### src/hdl/pwud_pkg.sv
// Shared constants for the priority work-unit dispatcher.
package pwud_pkg;

    // Default sizes
    localparam int MAX_JOBS_DEF  = 8;
    localparam int UNIT_BITS_DEF = 16;

    // Field widths fixed by the stream format
    localparam int MODE_W   = 2;
    localparam int JOB_W    = 16;
    localparam int COUNT_W  = 16;
    localparam int PRIO_W   = 8;
    localparam int SLOT_W   = 3;
    localparam int STATUS_W = 2;
    localparam int INDEX_W  = 16;

    localparam int IN_TDATA_W  = 48;
    localparam int OUT_TDATA_W = 40;

    // Request codes
    localparam logic [MODE_W-1:0] MODE_SUBMIT   = 2'd0;
    localparam logic [MODE_W-1:0] MODE_SOLICIT  = 2'd1;
    localparam logic [MODE_W-1:0] MODE_COMPLETE = 2'd2;

    // Status codes
    localparam logic [STATUS_W-1:0] ST_OK       = 2'd0;
    localparam logic [STATUS_W-1:0] ST_NO_UNIT  = 2'd1;
    localparam logic [STATUS_W-1:0] ST_FULL     = 2'd2;
    localparam logic [STATUS_W-1:0] ST_BAD      = 2'd3;

endpackage

### src/hdl/priority_work_unit_dispatcher_core.sv
// Priority work-unit dispatcher: job table, sequencer and single shared scan unit.
// Submit does a scan pass, a shift pass and a write (scan only on a full table); solicit
// a scan pass and a write (no write with nothing to hand out); complete a read, an update
// and, if it frees the job, a shift pass. Zero count, bad slot or unknown mode go straight
// to the result. One request at a time: ready returns the cycle after the result is loaded.
// Reset clears the valid bits, job count and output valid; table contents are not cleared.
module priority_work_unit_dispatcher_core #(
    parameter int MAX_JOBS  = pwud_pkg::MAX_JOBS_DEF,
    parameter int UNIT_BITS = pwud_pkg::UNIT_BITS_DEF
) (
    input  logic                               clk,
    input  logic                               rst_n,
    // mode[1:0], job_id[17:2], unit_count[33:18], priority_req[41:34], slot[44:42]
    input  logic [pwud_pkg::IN_TDATA_W-1:0]    s_tdata,
    input  logic                               s_tvalid,
    output logic                               s_tready,
    // status[1:0], out_slot[4:2], out_job_id[20:5], grant_index[36:21], job_done[37]
    output logic [pwud_pkg::OUT_TDATA_W-1:0]   m_tdata,
    output logic                               m_tvalid,
    input  logic                               m_tready
);
    import pwud_pkg::*;

    localparam int IDX_W = $clog2(MAX_JOBS);
    localparam int CNT_W = $clog2(MAX_JOBS + 1);

    typedef enum logic [3:0] {
        S_IDLE,
        S_SUB_SCAN,
        S_SUB_SHIFT,
        S_SUB_WRITE,
        S_SOL_SCAN,
        S_SOL_WRITE,
        S_CPL_READ,
        S_CPL_UPD,
        S_CPL_SHIFT,
        S_RESP
    } state_t;

    // Job table storage
    logic signed [PRIO_W-1:0]  prio_mem  [MAX_JOBS];
    logic [JOB_W-1:0]          job_mem   [MAX_JOBS];
    logic [UNIT_BITS-1:0]      total_mem [MAX_JOBS];
    logic [UNIT_BITS-1:0]      next_mem  [MAX_JOBS];
    logic [UNIT_BITS-1:0]      fin_mem   [MAX_JOBS];
    logic [IDX_W-1:0]          rank_mem  [MAX_JOBS];

    logic signed [PRIO_W-1:0]  prio_rd_reg;
    logic [JOB_W-1:0]          job_rd_reg;
    logic [UNIT_BITS-1:0]      total_rd_reg;
    logic [UNIT_BITS-1:0]      next_rd_reg;
    logic [UNIT_BITS-1:0]      fin_rd_reg;
    logic [IDX_W-1:0]          rank_rd_reg;

    // Control and request registers
    state_t                    state_reg;
    logic [MAX_JOBS-1:0]       valid_reg;
    logic [CNT_W-1:0]          used_reg;
    logic [CNT_W-1:0]          idx_reg;
    logic                      proc_vld_reg;
    logic [IDX_W-1:0]          proc_idx_reg;
    logic [CNT_W-1:0]          pos_reg;
    logic                      found_reg;
    logic [IDX_W-1:0]          hit_slot_reg;
    logic [IDX_W-1:0]          hit_rank_reg;
    logic [JOB_W-1:0]          hit_job_reg;
    logic [UNIT_BITS-1:0]      hit_next_reg;

    logic [JOB_W-1:0]          req_job_reg;
    logic [COUNT_W-1:0]        req_count_reg;
    logic signed [PRIO_W-1:0]  req_prio_reg;
    logic [IDX_W-1:0]          req_slot_reg;

    logic [STATUS_W-1:0]       res_status_reg;
    logic [SLOT_W-1:0]         res_slot_reg;
    logic [JOB_W-1:0]          res_job_reg;
    logic [INDEX_W-1:0]        res_unit_reg;
    logic                      res_done_reg;

    logic [OUT_TDATA_W-1:0]    m_tdata_reg;
    logic                      m_tvalid_reg;

    // Input field unpacking
    logic [MODE_W-1:0]         in_mode;
    logic [JOB_W-1:0]          in_job;
    logic [COUNT_W-1:0]        in_count;
    logic signed [PRIO_W-1:0]  in_prio;
    logic [SLOT_W-1:0]         in_slot;
    logic [IDX_W-1:0]          in_slot_idx;
    logic                      in_slot_ok;
    logic                      in_count_bad;

    assign in_mode     = s_tdata[1:0];
    assign in_job      = s_tdata[17:2];
    assign in_count    = s_tdata[33:18];
    assign in_prio     = s_tdata[41:34];
    assign in_slot     = s_tdata[44:42];
    assign in_slot_idx = IDX_W'(in_slot);
    assign in_slot_ok  = (32'(in_slot) < MAX_JOBS) && valid_reg[in_slot_idx];
    assign in_count_bad = (in_count == '0) || ((32'(in_count) >> UNIT_BITS) != 0);

    assign s_tready = (state_reg == S_IDLE);
    assign m_tdata  = m_tdata_reg;
    assign m_tvalid = m_tvalid_reg;

    // Scan unit: entry under test and end of pass
    logic                      scan_end;
    logic                      proc_valid;
    logic [CNT_W-1:0]          rank_rd_ext;
    logic [UNIT_BITS-1:0]      fin_inc;

    assign scan_end    = (idx_reg == CNT_W'(MAX_JOBS));
    assign proc_valid  = proc_vld_reg && valid_reg[proc_idx_reg];
    assign rank_rd_ext = CNT_W'(rank_rd_reg);
    assign fin_inc     = fin_rd_reg + 1'b1;

    // Hits on the entry under test; the last entry is tested in the end-of-pass cycle
    logic                      sub_free_hit;
    logic                      sol_hit;

    assign sub_free_hit = proc_vld_reg && !valid_reg[proc_idx_reg] && !found_reg;
    assign sol_hit      = proc_valid && (next_rd_reg < total_rd_reg) &&
                          (!found_reg || (rank_rd_reg < hit_rank_reg));

    // Table port control
    logic [IDX_W-1:0]          rd_addr;
    logic [IDX_W-1:0]          wr_addr;
    logic                      wr_entry_en;
    logic                      wr_rank_en;
    logic                      wr_next_en;
    logic                      wr_fin_en;
    logic [IDX_W-1:0]          wr_rank_data;
    logic [UNIT_BITS-1:0]      wr_next_data;
    logic [UNIT_BITS-1:0]      wr_fin_data;

    always_comb
    begin
        rd_addr      = '0;
        wr_addr      = hit_slot_reg;
        wr_entry_en  = 1'b0;
        wr_rank_en   = 1'b0;
        wr_next_en   = 1'b0;
        wr_fin_en    = 1'b0;
        wr_rank_data = rank_rd_reg;
        wr_next_data = '0;
        wr_fin_data  = '0;
        if (!scan_end)
        begin
            rd_addr = idx_reg[IDX_W-1:0];
        end
        case (state_reg)
            S_SUB_SHIFT:
            begin
                wr_addr      = proc_idx_reg;
                wr_rank_en   = proc_valid && (rank_rd_ext >= pos_reg);
                wr_rank_data = rank_rd_reg + 1'b1;
            end
            S_SUB_WRITE:
            begin
                wr_entry_en  = 1'b1;
                wr_rank_en   = 1'b1;
                wr_next_en   = 1'b1;
                wr_fin_en    = 1'b1;
                wr_rank_data = IDX_W'(pos_reg);
            end
            S_SOL_WRITE:
            begin
                wr_next_en   = 1'b1;
                wr_next_data = hit_next_reg + 1'b1;
            end
            S_CPL_READ:
            begin
                rd_addr = req_slot_reg;
            end
            S_CPL_UPD:
            begin
                wr_addr     = req_slot_reg;
                wr_fin_en   = 1'b1;
                wr_fin_data = fin_inc;
            end
            S_CPL_SHIFT:
            begin
                wr_addr      = proc_idx_reg;
                wr_rank_en   = proc_valid && (rank_rd_ext > pos_reg);
                wr_rank_data = rank_rd_reg - 1'b1;
            end
            default:
            begin
            end
        endcase
    end

    // Table memory: one write and one registered read port
    always_ff @(posedge clk)
    begin
        if (wr_entry_en)
        begin
            prio_mem[wr_addr]  <= req_prio_reg;
            job_mem[wr_addr]   <= req_job_reg;
            total_mem[wr_addr] <= UNIT_BITS'(req_count_reg);
        end
        if (wr_rank_en)
        begin
            rank_mem[wr_addr] <= wr_rank_data;
        end
        if (wr_next_en)
        begin
            next_mem[wr_addr] <= wr_next_data;
        end
        if (wr_fin_en)
        begin
            fin_mem[wr_addr] <= wr_fin_data;
        end
        prio_rd_reg  <= prio_mem[rd_addr];
        job_rd_reg   <= job_mem[rd_addr];
        total_rd_reg <= total_mem[rd_addr];
        next_rd_reg  <= next_mem[rd_addr];
        fin_rd_reg   <= fin_mem[rd_addr];
        rank_rd_reg  <= rank_mem[rd_addr];
    end

    // Sequencer
    always_ff @(posedge clk or negedge rst_n)
    begin
        if (!rst_n)
        begin
            state_reg      <= S_IDLE;
            valid_reg      <= '0;
            used_reg       <= '0;
            idx_reg        <= '0;
            proc_vld_reg   <= 1'b0;
            proc_idx_reg   <= '0;
            pos_reg        <= '0;
            found_reg      <= 1'b0;
            hit_slot_reg   <= '0;
            hit_rank_reg   <= '0;
            hit_job_reg    <= '0;
            hit_next_reg   <= '0;
            req_job_reg    <= '0;
            req_count_reg  <= '0;
            req_prio_reg   <= '0;
            req_slot_reg   <= '0;
            res_status_reg <= ST_OK;
            res_slot_reg   <= '0;
            res_job_reg    <= '0;
            res_unit_reg   <= '0;
            res_done_reg   <= 1'b0;
            m_tdata_reg    <= '0;
            m_tvalid_reg   <= 1'b0;
        end
        else
        begin
            // scan pointer runs in every pass state
            idx_reg      <= idx_reg + 1'b1;
            proc_vld_reg <= !scan_end;
            proc_idx_reg <= idx_reg[IDX_W-1:0];

            if (m_tvalid_reg && m_tready)
            begin
                m_tvalid_reg <= 1'b0;
            end

            case (state_reg)
                S_IDLE:
                begin
                    idx_reg        <= '0;
                    proc_vld_reg   <= 1'b0;
                    found_reg      <= 1'b0;
                    pos_reg        <= used_reg;
                    req_job_reg    <= in_job;
                    req_count_reg  <= in_count;
                    req_prio_reg   <= in_prio;
                    req_slot_reg   <= in_slot_idx;
                    res_status_reg <= ST_BAD;
                    res_slot_reg   <= '0;
                    res_job_reg    <= '0;
                    res_unit_reg   <= '0;
                    res_done_reg   <= 1'b0;
                    if (s_tvalid)
                    begin
                        case (in_mode)
                            MODE_SUBMIT:
                            begin
                                state_reg <= in_count_bad ? S_RESP : S_SUB_SCAN;
                            end
                            MODE_SOLICIT:
                            begin
                                state_reg <= S_SOL_SCAN;
                            end
                            MODE_COMPLETE:
                            begin
                                res_slot_reg <= in_slot;
                                state_reg    <= in_slot_ok ? S_CPL_READ : S_RESP;
                            end
                            default:
                            begin
                                state_reg <= S_RESP;
                            end
                        endcase
                    end
                end

                // lowest free slot and insertion rank
                S_SUB_SCAN:
                begin
                    if (sub_free_hit)
                    begin
                        found_reg    <= 1'b1;
                        hit_slot_reg <= proc_idx_reg;
                    end
                    if (proc_valid && (prio_rd_reg < req_prio_reg) && (rank_rd_ext < pos_reg))
                    begin
                        pos_reg <= rank_rd_ext;
                    end
                    if (scan_end)
                    begin
                        idx_reg      <= '0;
                        proc_vld_reg <= 1'b0;
                        if (found_reg || sub_free_hit)
                        begin
                            state_reg <= S_SUB_SHIFT;
                        end
                        else
                        begin
                            res_status_reg <= ST_FULL;
                            state_reg      <= S_RESP;
                        end
                    end
                end

                // open a gap in the service order
                S_SUB_SHIFT:
                begin
                    if (scan_end)
                    begin
                        state_reg <= S_SUB_WRITE;
                    end
                end

                S_SUB_WRITE:
                begin
                    valid_reg[hit_slot_reg] <= 1'b1;
                    used_reg       <= used_reg + 1'b1;
                    res_status_reg <= ST_OK;
                    res_slot_reg   <= SLOT_W'(hit_slot_reg);
                    res_job_reg    <= req_job_reg;
                    state_reg      <= S_RESP;
                end

                // first job in order with units left
                S_SOL_SCAN:
                begin
                    if (sol_hit)
                    begin
                        found_reg    <= 1'b1;
                        hit_slot_reg <= proc_idx_reg;
                        hit_rank_reg <= rank_rd_reg;
                        hit_job_reg  <= job_rd_reg;
                        hit_next_reg <= next_rd_reg;
                    end
                    if (scan_end)
                    begin
                        if (found_reg || sol_hit)
                        begin
                            state_reg <= S_SOL_WRITE;
                        end
                        else
                        begin
                            res_status_reg <= ST_NO_UNIT;
                            state_reg      <= S_RESP;
                        end
                    end
                end

                S_SOL_WRITE:
                begin
                    res_status_reg <= ST_OK;
                    res_slot_reg   <= SLOT_W'(hit_slot_reg);
                    res_job_reg    <= hit_job_reg;
                    res_unit_reg   <= INDEX_W'(hit_next_reg);
                    state_reg      <= S_RESP;
                end

                S_CPL_READ:
                begin
                    state_reg <= S_CPL_UPD;
                end

                // count the unit, free the slot on the last one
                S_CPL_UPD:
                begin
                    res_status_reg <= ST_OK;
                    res_job_reg    <= job_rd_reg;
                    if (fin_inc >= total_rd_reg)
                    begin
                        valid_reg[req_slot_reg] <= 1'b0;
                        used_reg     <= used_reg - 1'b1;
                        pos_reg      <= rank_rd_ext;
                        res_done_reg <= 1'b1;
                        idx_reg      <= '0;
                        proc_vld_reg <= 1'b0;
                        state_reg    <= S_CPL_SHIFT;
                    end
                    else
                    begin
                        state_reg <= S_RESP;
                    end
                end

                // close the gap in the service order
                S_CPL_SHIFT:
                begin
                    if (scan_end)
                    begin
                        state_reg <= S_RESP;
                    end
                end

                // hand the result to the output register once it is free
                S_RESP:
                begin
                    if (!m_tvalid_reg || m_tready)
                    begin
                        m_tdata_reg  <= {2'b00, res_done_reg, res_unit_reg, res_job_reg,
                                         res_slot_reg, res_status_reg};
                        m_tvalid_reg <= 1'b1;
                        state_reg    <= S_IDLE;
                    end
                end

                default:
                begin
                    state_reg <= S_IDLE;
                end
            endcase
        end
    end

endmodule

### config.mk
export PLATFORM = sky130hd
export DESIGN_NAME = priority_work_unit_dispatcher_core
export DESIGN_NICKNAME = d
export VERILOG_FILES = /design/src/hdl/pwud_pkg.sv /design/src/hdl/priority_work_unit_dispatcher_core.sv
export SDC_FILE = /design/constraint.sdc
export NUM_CORES = 1
export LEC_CHECK = 0
export BUFFER_PORTS_ARGS = -buffer_cell sky130_fd_sc_hd__buf_2
export CAP_MARGIN = 15
export CORE_MARGIN = 4
export CORE_UTILIZATION = 60
export DETAILED_ROUTE_END_ITERATION = 6
export PLACE_DENSITY = 0.82
export SYNTH_ARGS = -nofsm -noshare
export SYNTH_HDL_FRONTEND = slang
export SYNTH_SLANG_ARGS = --single-unit
export TNS_END_PERCENT = 30
### constraint.sdc
create_clock -name clk -period 9.35 [get_ports clk]
set_clock_uncertainty 0.1 [all_clocks]
set_input_delay 0 -clock clk [delete_from_list [all_inputs] [get_ports clk]]
set_output_delay 0 -clock clk [all_outputs]
set_load 0.02 [all_outputs]
# --- Yosys cells after proc, flatten, opt, wreduce, memory -nomap -nowiden ---
# Memory sizes are Yosys's and may differ from the RTL's. A register that Yosys moved wholly into a read port is not among the register bits.
# Index checks and enable logic that the tools add are counted.
word_totals:
  regBits: 187
  latchBits: 0
  ramBits: 600
  mem_bits_ro: 0
  input_bits: 52
  out_inout_bits: 42
  mem_count: 6
classes:
  addsub: 7
  n_mul: 0
  n_div: 0
  magnitude_cmp: 13
  n_eq_ne: 24
  shift: 0
  muxes: 73
  n_bitwise: 3
  n_reduce_logical: 45
memory_table:
  columns: ["memory", "words", "word_bits", "rd", "rd_clocked_by_memory_dff", "wr", "line_no", "source"]
  rows:
  - ["fin_mem", 8, 16, 1, 1, 1, "priority_work_unit_dispatcher_core.sv:45", "logic [UNIT_BITS-1:0] fin_mem [MAX_JOBS];"]
  - ["job_mem", 8, 16, 1, 1, 1, "priority_work_unit_dispatcher_core.sv:42", "logic [JOB_W-1:0] job_mem [MAX_JOBS];"]
  - ["next_mem", 8, 16, 1, 1, 1, "priority_work_unit_dispatcher_core.sv:44", "logic [UNIT_BITS-1:0] next_mem [MAX_JOBS];"]
  - ["total_mem", 8, 16, 1, 1, 1, "priority_work_unit_dispatcher_core.sv:43", "logic [UNIT_BITS-1:0] total_mem [MAX_JOBS];"]
  - ["prio_mem", 8, 8, 1, 1, 1, "priority_work_unit_dispatcher_core.sv:41", "logic signed [PRIO_W-1:0] prio_mem [MAX_JOBS];"]
  - ["rank_mem", 8, 3, 1, 1, 1, "priority_work_unit_dispatcher_core.sv:46", "logic [IDX_W-1:0] rank_mem [MAX_JOBS];"]
ops:
  columns: ["operator", "count"]
  rows:
  - ["$pmux W16 S4", 1]
  - ["$mux W4", 15]
  - ["$pmux W4 S3", 3]
  - ["$pmux W4 S9", 1]
  - ["$add A16 B1 Y16 const B", 2]
  - ["$mux W16", 2]
  - ["$pmux W16 S2", 1]
  - ["$mux W1", 24]
  - ["$ne A2 B2 Y1 const B", 12]
  - ["$mux W3", 6]
  - ["$pmux W3 S2", 3]
  - ["$eq A4 B3 Y1 const B", 4]
  - ["$ge A16 B16 Y1", 1]
  - ["$logic_not A16 Y1", 1]
  - ["$lt A16 B16 Y1", 1]
  - ["$lt A3 B4 Y1 const B", 4]
  - ["$pmux W8 S2", 1]
  - ["$eq A4 B4 Y1 const B", 3]
  - ["$logic_and A1 B1 Y1", 12]
  - ["$reduce_bool A2 Y1", 5]
  - ["$pmux W1 S3", 3]
  - ["$pmux W3 S3", 1]
  - ["$reduce_and A3 Y1", 3]
  - ["$add A4 B1 Y4 const B", 2]
  - ["other kinds (34)", 54]

# --- Depth between registers and ports, before layout ---
# Gate-level depths: netlist of the first run.
logic_depth:
  word_depth: 9
  depth_mapped: 12
  depth_no_buf: 12

# --- Worst setup path before layout of the first run ---
# No wires, ideal clock.
synth_path:
  path_kind: "register -> register"
  startpoint: "register state_reg[2]"
  endpoint: "register valid_reg[1]"
  setup_time_ns: 0.072
  t_arrival_ns: 3.734
  path_slack_ns: 5.444
  stages_incl_launch_ff: 11
  path_buffers: 2
  synth_period_minus_slack_ns: 3.906
  cell_sequence: "dfrtp_1 buf_2 and2b_1 nand3_2 inv_1 clkbuf_1 and2_1 a221oi_2 nand2_1 nor2_1 o32a_1"
synth_via:
  elab_chain_cells: 3
  word_cells_on_any_way: 6
synth_lines:
  columns: ["element", "line_no", "source"]
  rows:
  - ["start, declared", "priority_work_unit_dispatcher_core.sv:56", "state_t state_reg;"]
  - ["start signal, assigned", "priority_work_unit_dispatcher_core.sv:284", "state_reg <= in_count_bad ? S_RESP : S_SUB_SCAN;"]
  - ["start signal, assigned", "priority_work_unit_dispatcher_core.sv:293", "state_reg <= in_slot_ok ? S_CPL_READ : S_RESP;"]
  - ["$eq A4 B3 Y1 / $eq A4 B2 Y1 (equally long branches)", "priority_work_unit_dispatcher_core.sv:263", "case (state_reg)"]
  - ["$ne A2 B2 Y1 (no source line) / $reduce_bool A2 Y1 (equally long branches)", null, null]
  - ["$reduce_and A2 Y1 (no source line)", null, null]
  - ["end signal, assigned", "priority_work_unit_dispatcher_core.sv:228", "valid_reg <= '0;"]
  - ["end signal, assigned by index", "priority_work_unit_dispatcher_core.sv:342", "valid_reg[hit_slot_reg] <= 1'b1;"]
  - ["end signal, assigned by index", "priority_work_unit_dispatcher_core.sv:396", "valid_reg[req_slot_reg] <= 1'b0;"]
  - ["end, declared", "priority_work_unit_dispatcher_core.sv:57", "logic [MAX_JOBS-1:0] valid_reg;"]
# Parallel ways exist; a longest one is shown, timed or not.
# A chain may end at the register's enable or synchronous reset.

# --- Final worst setup path of the first run ---
layout_path:
  startpoint: "register state_reg[1]"
  endpoint: "memory prio_mem[1][7] (enable)"
layout_via:
  elab_chain_cells: 4
  word_cells_on_any_way: 9
layout_lines:
  columns: ["element", "line_no", "source"]
  rows:
  - ["$eq A4 B2 Y1", "priority_work_unit_dispatcher_core.sv:151", "case (state_reg)"]
  - ["$mux W1", "priority_work_unit_dispatcher_core.sv:151", null]
  - ["$mux W1", "priority_work_unit_dispatcher_core.sv:196", "if (wr_entry_en)"]
  - ["$mux W1 (not written as such)", "priority_work_unit_dispatcher_core.sv:198", "prio_mem[wr_addr] <= req_prio_reg;"]
  - ["end, declared", "priority_work_unit_dispatcher_core.sv:41", null]
# Parallel ways exist; a longest one is shown, timed or not.

==> results of run 1 <==
## routing by layer
metal	part of all wire [%]	global-route usage, %
met3	9.0	5.08
met1	38	36.7
met4	3.6	10.4
met2	49	46.0
met5	0	0
## worst max-delay path: stages (launching register included)
cell	delay, ps
dfrtp_1	790
nor2b_1	490
nand2_1	700
nor2_1	960
nand2_1	480
nor2_4	440
buf_4	600
## final cells by class
type / instances / share of cell area [%]
flip-flops and latches: 862 / 60.8
multi-input cells: 1652 / 25.6
clock buffers: 114 / 5.76
repair buffers: 200 / 3.74
well taps: 765 / 2.40
clock inverters: 40 / 1.22
inverters: 47 / 0.443
## timing repair
| item | 4_1_cts | 5_1_grt |
|---|---|---|
| hold buffers | 67 | 0 |
| setup buffers | 0 | 0 |
| hold endpoints to repair | 112 | 0 |
## report_power, final
part	leakage (nW)	internal (mW)	total (mW)	switching, mW
clock network	1.36	1.96	3.39	1.43
registers	8.07	4.77	5.28	0.510
logic	5.54	1.27	3.68	2.41
total	15.0	8.00	12.4	4.35
## metrics by stage
step	utilization, %	cells	setup slack, ps
floorplan	-	2729	5440
global placement	62.7	3458	4680
detailed placement	62.7	3458	4490
CTS	68.7	3679	4470
global route	68.7	3680	4180
finish	68.7	3680	4370
## cells by family after synthesis
logic type               Yosys count  synth area share [%]
AND/OR/NAND/NOR                 1074                  13.8
flip-flops                       862                  68.8
AO/OA/AOI/OAI                    381                  8.64
buffers and inverters            215                  2.53
multiplexers                     107                  3.51
adder cells (fa/ha/maj)           51                  1.86
XOR/XNOR                          37                 0.921
other                              1                0.0107
## worst max path at each step
| stage | from | to | cells past startpoint |
|---|---|---|---|
| 3_5_place_dp | state_reg[1] | prio_mem[6][2] | 6 |
| 5_1_grt | state_reg[1] | total_mem[6][9] | 6 |
| 3_3_place_gp | state_reg[1] | prio_mem[0][6] | 6 |
| 6_report | state_reg[1] | prio_mem[1][7] | 6 |
| 2_1_floorplan | state_reg[2] | valid_reg[1] | 10 |
| 4_1_cts | state_reg[1] | total_mem[6][9] | 6 |
## cells in the final DEF, fill, tap and decap left out, drive strengths merged, types with 33 or more instances in the layout
| master | n |
|---|---|
| nand3 | 177 |
| a31o | 77 |
| dfrtp | 187 |
| buf | 133 |
| mux2 | 77 |
| nor2 | 93 |
| inv | 53 |
| dfxtp | 75 |
| nand2 | 612 |
| a311oi | 75 |
| clkbuf | 115 |
| dlygate4sd3 | 66 |
| ha | 49 |
| and3 | 82 |
| a211oi | 78 |
| edfxtp | 600 |
| o21ai | 33 |
==> summary.txt, run 1 <==
Outcome
  – Status: finished clean

Place
  – GPL Wtd Cong: between 0.8 and 0.9
  – Dpl hpwl: around 48000 um
  – Number of port buffers: 88
  – Cell Area, Placed: between 30000 and 40000 um^2

Power and ir drop
  – Peak supply drop: 0.254 mV
  – PD cells: between 300 and 400 nW/um^2
  – Leak Pwr: about 15 nW
  – Tot Pwr: roughly 12 mW

Yosys
  – Mapped cell area: 35200 um^2
  – Share of the synthesized area in the top cell type: around half
  – Largest cells by area after synthesis: edfxtp_1 51%, dfrtp_1 13%, nand2_1 6.5%
  – Synth Register Bits: 862
  – Post-Syn Instances: about 2700
  – Dominant synthesized flop cell: edfxtp_1
  – Post-synth top cells: 611 x nand2_1, 600 x edfxtp_1, 187 x dfrtp_1
  – Async SR Flop Fraction: roughly 22%
  – Most instantiated library cell after synthesis: nand2_1
  – Synth cell types: just over 80
  – Post-synth EDFFs: 600
  – Sequential element share of the synthesized area: between 60% and 70%
  – Area leader, netlist: edfxtp_1
  – Mean Syn Cell Area: 12.9 um^2
  – Synthesis warning total: 0

Timing
  – Setup TNS after final layout: 0 ps
  – Fmax: between 200 and 250 MHz
  – Final setup fails: 0
  – Final hold vios: 0
  – WHS: ~27 ps
  – Final Cycle Share: a little over half
  – Min cycle time layout: about 5000 ps
  – RSZ-0062 raised after global routing: false
  – Slew Limit Fails: 0
  – Slew @ Worst Pin: around 1200 ps
  – Max-slew headroom: 21.2%

Detailed routing
  – Drt total wl: slightly below 90000 um
  – Drt first pass iters: 6
  – Drt drc: 0
  – Antenna-violating nets left: 0
  – Via count: ~24000
  – Wirelength per Cell: 23.8 um
  – Avg Vias per Cell: about 6.4
  – Initial DRC count: about 2800

Finish
  – Register Area: 24200 um^2
  – Fin area: around 40000 um^2
  – Proportion of layout cells with a drive suffix above 1: between 10% and 20%
  – NumNets Final: between 2000 and 3000
  – Area growth syn-to-layout: 13.1%
  – Multi-input gate area: slightly above 10000 um^2
  – FILL cells: 3777
  – ANT cells: 0

Floorplanning
  – Die H: around 250 um
  – Die Area: between 60000 and 70000 um^2
  – Core ar.: approximately 58000 um^2
  – Core Rows: 88
  – Die width: approximately 250 um
  – Ports: 94
  – Initial Util: approximately three fifths

Setup path
  – Crit-path max FO: 34
  – Crit. End Element: flop
  – Crit path launch type: flop
  – Reg-to-reg critical path endpoint: prio_mem[1][7]
  – CP arrival: 5150 ps
  – Reg2reg setup slack: 4370 ps
  – FF-to-FF path depth: 6
  – Worst EP required: 9520 ps
  – Reg2Reg Launch Point: state_reg[1]
  – CP Class: flop to flop

Clock network
  – CTS root buf: clkbuf_16
  – Clock sinks: 862
  – Worst-path clk slew: 60 ps
  – Post-CTS resize count: 0
  – Cts bufs inserted: 82
  – CTS tree: built
  – Worst-Skew Late Latency: roughly 650 ps
  – Clock buffer depth: 3
  – H-tree depth: 3

Min path
  – Min-delay src: s_tdata[2]
  – Hold WC Path Type: input port to flop
  – WHS Endpoint: req_job_reg[0]
  – WHS Path Cells: 4

Global route
  – First-pass GRT wire length: between 100000 and 150000 um
  – Global route overflow: 0
  – Largest net degree at the start of global routing: about 200
  – Initial antenna violation count: 0
  – Overall routing resource usage: 27.6%
  – Vias in the first global route: about 24000

Flow run
  – Max cap viols: 0
Power figures use the tool's default switching activity.
==> run 2, diff against run 1 <==
- CORE_UTILIZATION: 60 -> 56
- PLACE_DENSITY: 0.82 -> 0.81
- clock period: 9.35 -> 4.1 ns (I/O delays scaled with it)
==> run 2 against run 1 <==
Against the previous run:
- critical endpoint is now idx_reg[1]
- cell area increased by 1.2%
- combinational power rose by 130%
- largest power group unchanged
- largest cell class unchanged
- sequential share of layout area down 0.75 points
- global-route usage shrank 1.3 points
==> summary.txt, run 2 (synthesis gave the netlist of run 1 again) <==
Outcome
  – Status: finished clean

Detailed routing
  – Antenna-violating nets left: 0 (unchanged)
  – Drt total wl: 88500 um (+1.1%)
  – Wirelength per Cell: 23.4 um (-1.6%)
  – Drt first pass iters: 5 (-1)
  – Via count: 23400 (-0.72%)
  – Drt drc: 0 (unchanged)
  – Initial DRC count: 2673 (-5.0%)
  – Avg Vias per Cell: 6.20 (-3.3%)

Finish
  – NumNets Final: 2975 (+0.92%)
  – Post-Layout Cell Count: 3780 (+2.7%)
  – ANT cells: 0 (unchanged)
  – Commonest non-fill, non-tap cell in the layout: nand2_1
  – Multi-input gate area: 10200 um^2 (about the same)
  – Register Area: 24200 um^2 (unchanged)
  – Commonest non-fill, non-tap cells in the layout: 610 x nand2_1, 600 x edfxtp_1, 186 x dfrtp_1
  – Area growth syn-to-layout: 14.6%
  – Proportion of layout cells with a drive suffix above 1: 13.8% (+0.79 points)
  – FILL cells: 4193 (+11%)

Clock network
  – Worst-Skew Late Latency: 640 ps (about the same)
  – Clock buffer depth: 3 (unchanged)
  – H-tree depth: 3 (unchanged)
  – CTS root buf: clkbuf_16
  – Cts bufs inserted: 84 (+2.4%)
  – Worst-path clk slew: 60 ps (about the same)
  – Clock sinks: 862 (unchanged)
  – CTS tree: built

Global route
  – Overall routing resource usage: 26.3% (-1.3 points)
  – Met2 usage: 44.4% (-1.6 points)
  – First-pass GRT wire length: 137000 um (+0.85%)
  – M1 GR Usage: 34.4% (-2.3 points)
  – Global route overflow: 0 (unchanged)
  – Vias in the first global route: 23900 (-0.97%)
  – Initial antenna violation count: 0 (unchanged)
  – GRT busiest layer: met2
  – Largest net degree at the start of global routing: 151 (-23%)
  – GRT met3 Usage: 4.37% (-0.71 points)

Setup path
  – CP cell instances: and4_1 > and4_1 > and4_1 > nand4_1 > xnor2_1 > ha_1 > a41oi_1 > o211ai_1 > a2111oi_0 > buf_4 > nor3_1 > a21boi_0 > nor2b_1
  – Worst EP required: 4500 ps (-5020 ps)
  – Worst path slowest cell: a21boi_0
  – CP Class: flop to flop
  – Buf/Inv on CP: 1 (unchanged)
  – FF-to-FF path depth: 13 (+7)
  – Crit-path max FO: 5 (-85%)
  – Top delay family on crit path: simple AND/OR/NAND/NOR gates
  – Largest stage delay, worst path: 540 ps (-420 ps)
  – Crit path launch type: flop
  – Reg2Reg Launch Point: fin_rd_reg[2]
  – CP arrival: 4140 ps (-1010 ps)
  – Crit. End Element: flop
  – Reg-to-reg critical path endpoint: idx_reg[1]
  – Reg2reg setup slack: 360 ps (-4010 ps)
  – Cell depth of the worst setup path: 13 (+7)
  – Most Frequent Cell on Critical Path: and4_1

Place
  – Place WS: 417 ps (-4070 ps)
  – Placed cell count: 3554 (+2.8%)
  – Number of port buffers: 88 (unchanged)
  – GPL Wtd Cong: 0.877 (-0.43%)
  – Dpl hpwl: 50800 um (+5.9%)

Floorplanning
  – Core ar.: 61900 um^2 (+6.9%)
  – Die width: 259 um (+3.4%)
  – Die H: 259 um (+3.4%)
  – Core Rows: 91 (+3.4%)
  – Ports: 94 (unchanged)
  – Initial Util: 56.8% (-3.9 points)
  – Die Area: 66900 um^2 (+6.9%)

Timing
  – Max-slew headroom: 22.8% (+1.7 points)
  – Slew @ Worst Pin: 1160 ps (-24.8 ps)
  – Min cycle time layout: 3740 ps (-1240 ps)
  – RSZ-0062 raised after global routing: false
  – Final setup fails: 0 (unchanged)
  – Fmax: 267 MHz (+33%)
  – Final Cycle Share: 91.3% (+38 points)
  – Final WS setup: 358 ps (-4010 ps)
  – Setup TNS after final layout: 0 ps (unchanged)
  – Slew Limit Fails: 0 (unchanged)
  – Final hold vios: 0 (unchanged)

Power and ir drop
  – Peak supply drop: 0.483 mV (+90%)
  – PD cells: 705 nW/um^2 (+130%)
  – Leak Pwr: 15.2 nW (+1.2%)

Flow run
  – Max cap viols: 0 (unchanged)

Min path
  – WHS Endpoint: req_count_reg[8]
  – Hold WC Path Type: input port to flop
  – Min-delay src: s_tdata[26]
  – WHS Path Cells: 4 (unchanged)
[run 2: routing by layer]
metal / part of all wire (%) / routed length, um
met1: 38 / 33700
met2: 50 / 44100
met3: 8.5 / 7560
met4: 3.4 / 3030
met5: 0 / 0
[run 2: area by class of cell]
class | count | share of cell area, %
inverters | 47 | 0.438
clock buffers | 119 | 5.92
clock inverters | 38 | 1.01
repair buffers | 225 | 4.67
well taps | 837 | 2.60
flip-flops and latches | 862 | 60.0
multi-input cells | 1652 | 25.3
[run 2: where the power goes]
part | internal, mW | total [mW] | switching [mW]
registers | 10.9 | 12.2 | 1.27
logic | 3.08 | 8.53 | 5.45
clock network | 4.43 | 7.74 | 3.31
total | 18.4 | 28.4 | 10.0
[run 2: how the worst max path moves through the flow]
stage,from,to,slack [ps]
floorplan,state_reg[2],valid_reg[1],190
global placement,fin_rd_reg[2],idx_reg[2],430
detailed placement,fin_rd_reg[2],idx_reg[1],420
CTS,fin_rd_reg[2],idx_reg[1],380
global route,fin_rd_reg[2],idx_reg[3],110
finish,fin_rd_reg[2],idx_reg[1],360
[run 2: what timing repair did]
item | 4_1_cts | 5_1_grt
gates resized for setup | 0 | 0
endpoints found under the hold margin | 211 | 0
buffers inserted | 0 | 0
hold buffers | 69 | 0
[run 2: tightest hold or removal path, cell delays in order]
cell and delay, ps:
dlygate4sd3_1 520, buf_2 120, nand2_1 50, nand2_1 50
[run 2: metrics by stage]
step           hold slack [ps]  cell area, um^2  power [mW]  utilization (%)
2_1_floorplan             -396            35200        17.6                -
3_3_place_gp             -8.55            36800        20.1             59.4
3_5_place_dp             -3.16            36800        20.5             59.4
4_1_cts                   8.76            40300        28.3             65.1
5_1_grt                   49.6            40300        29.8             65.1
6_report                  20.8            40300        28.4             65.1
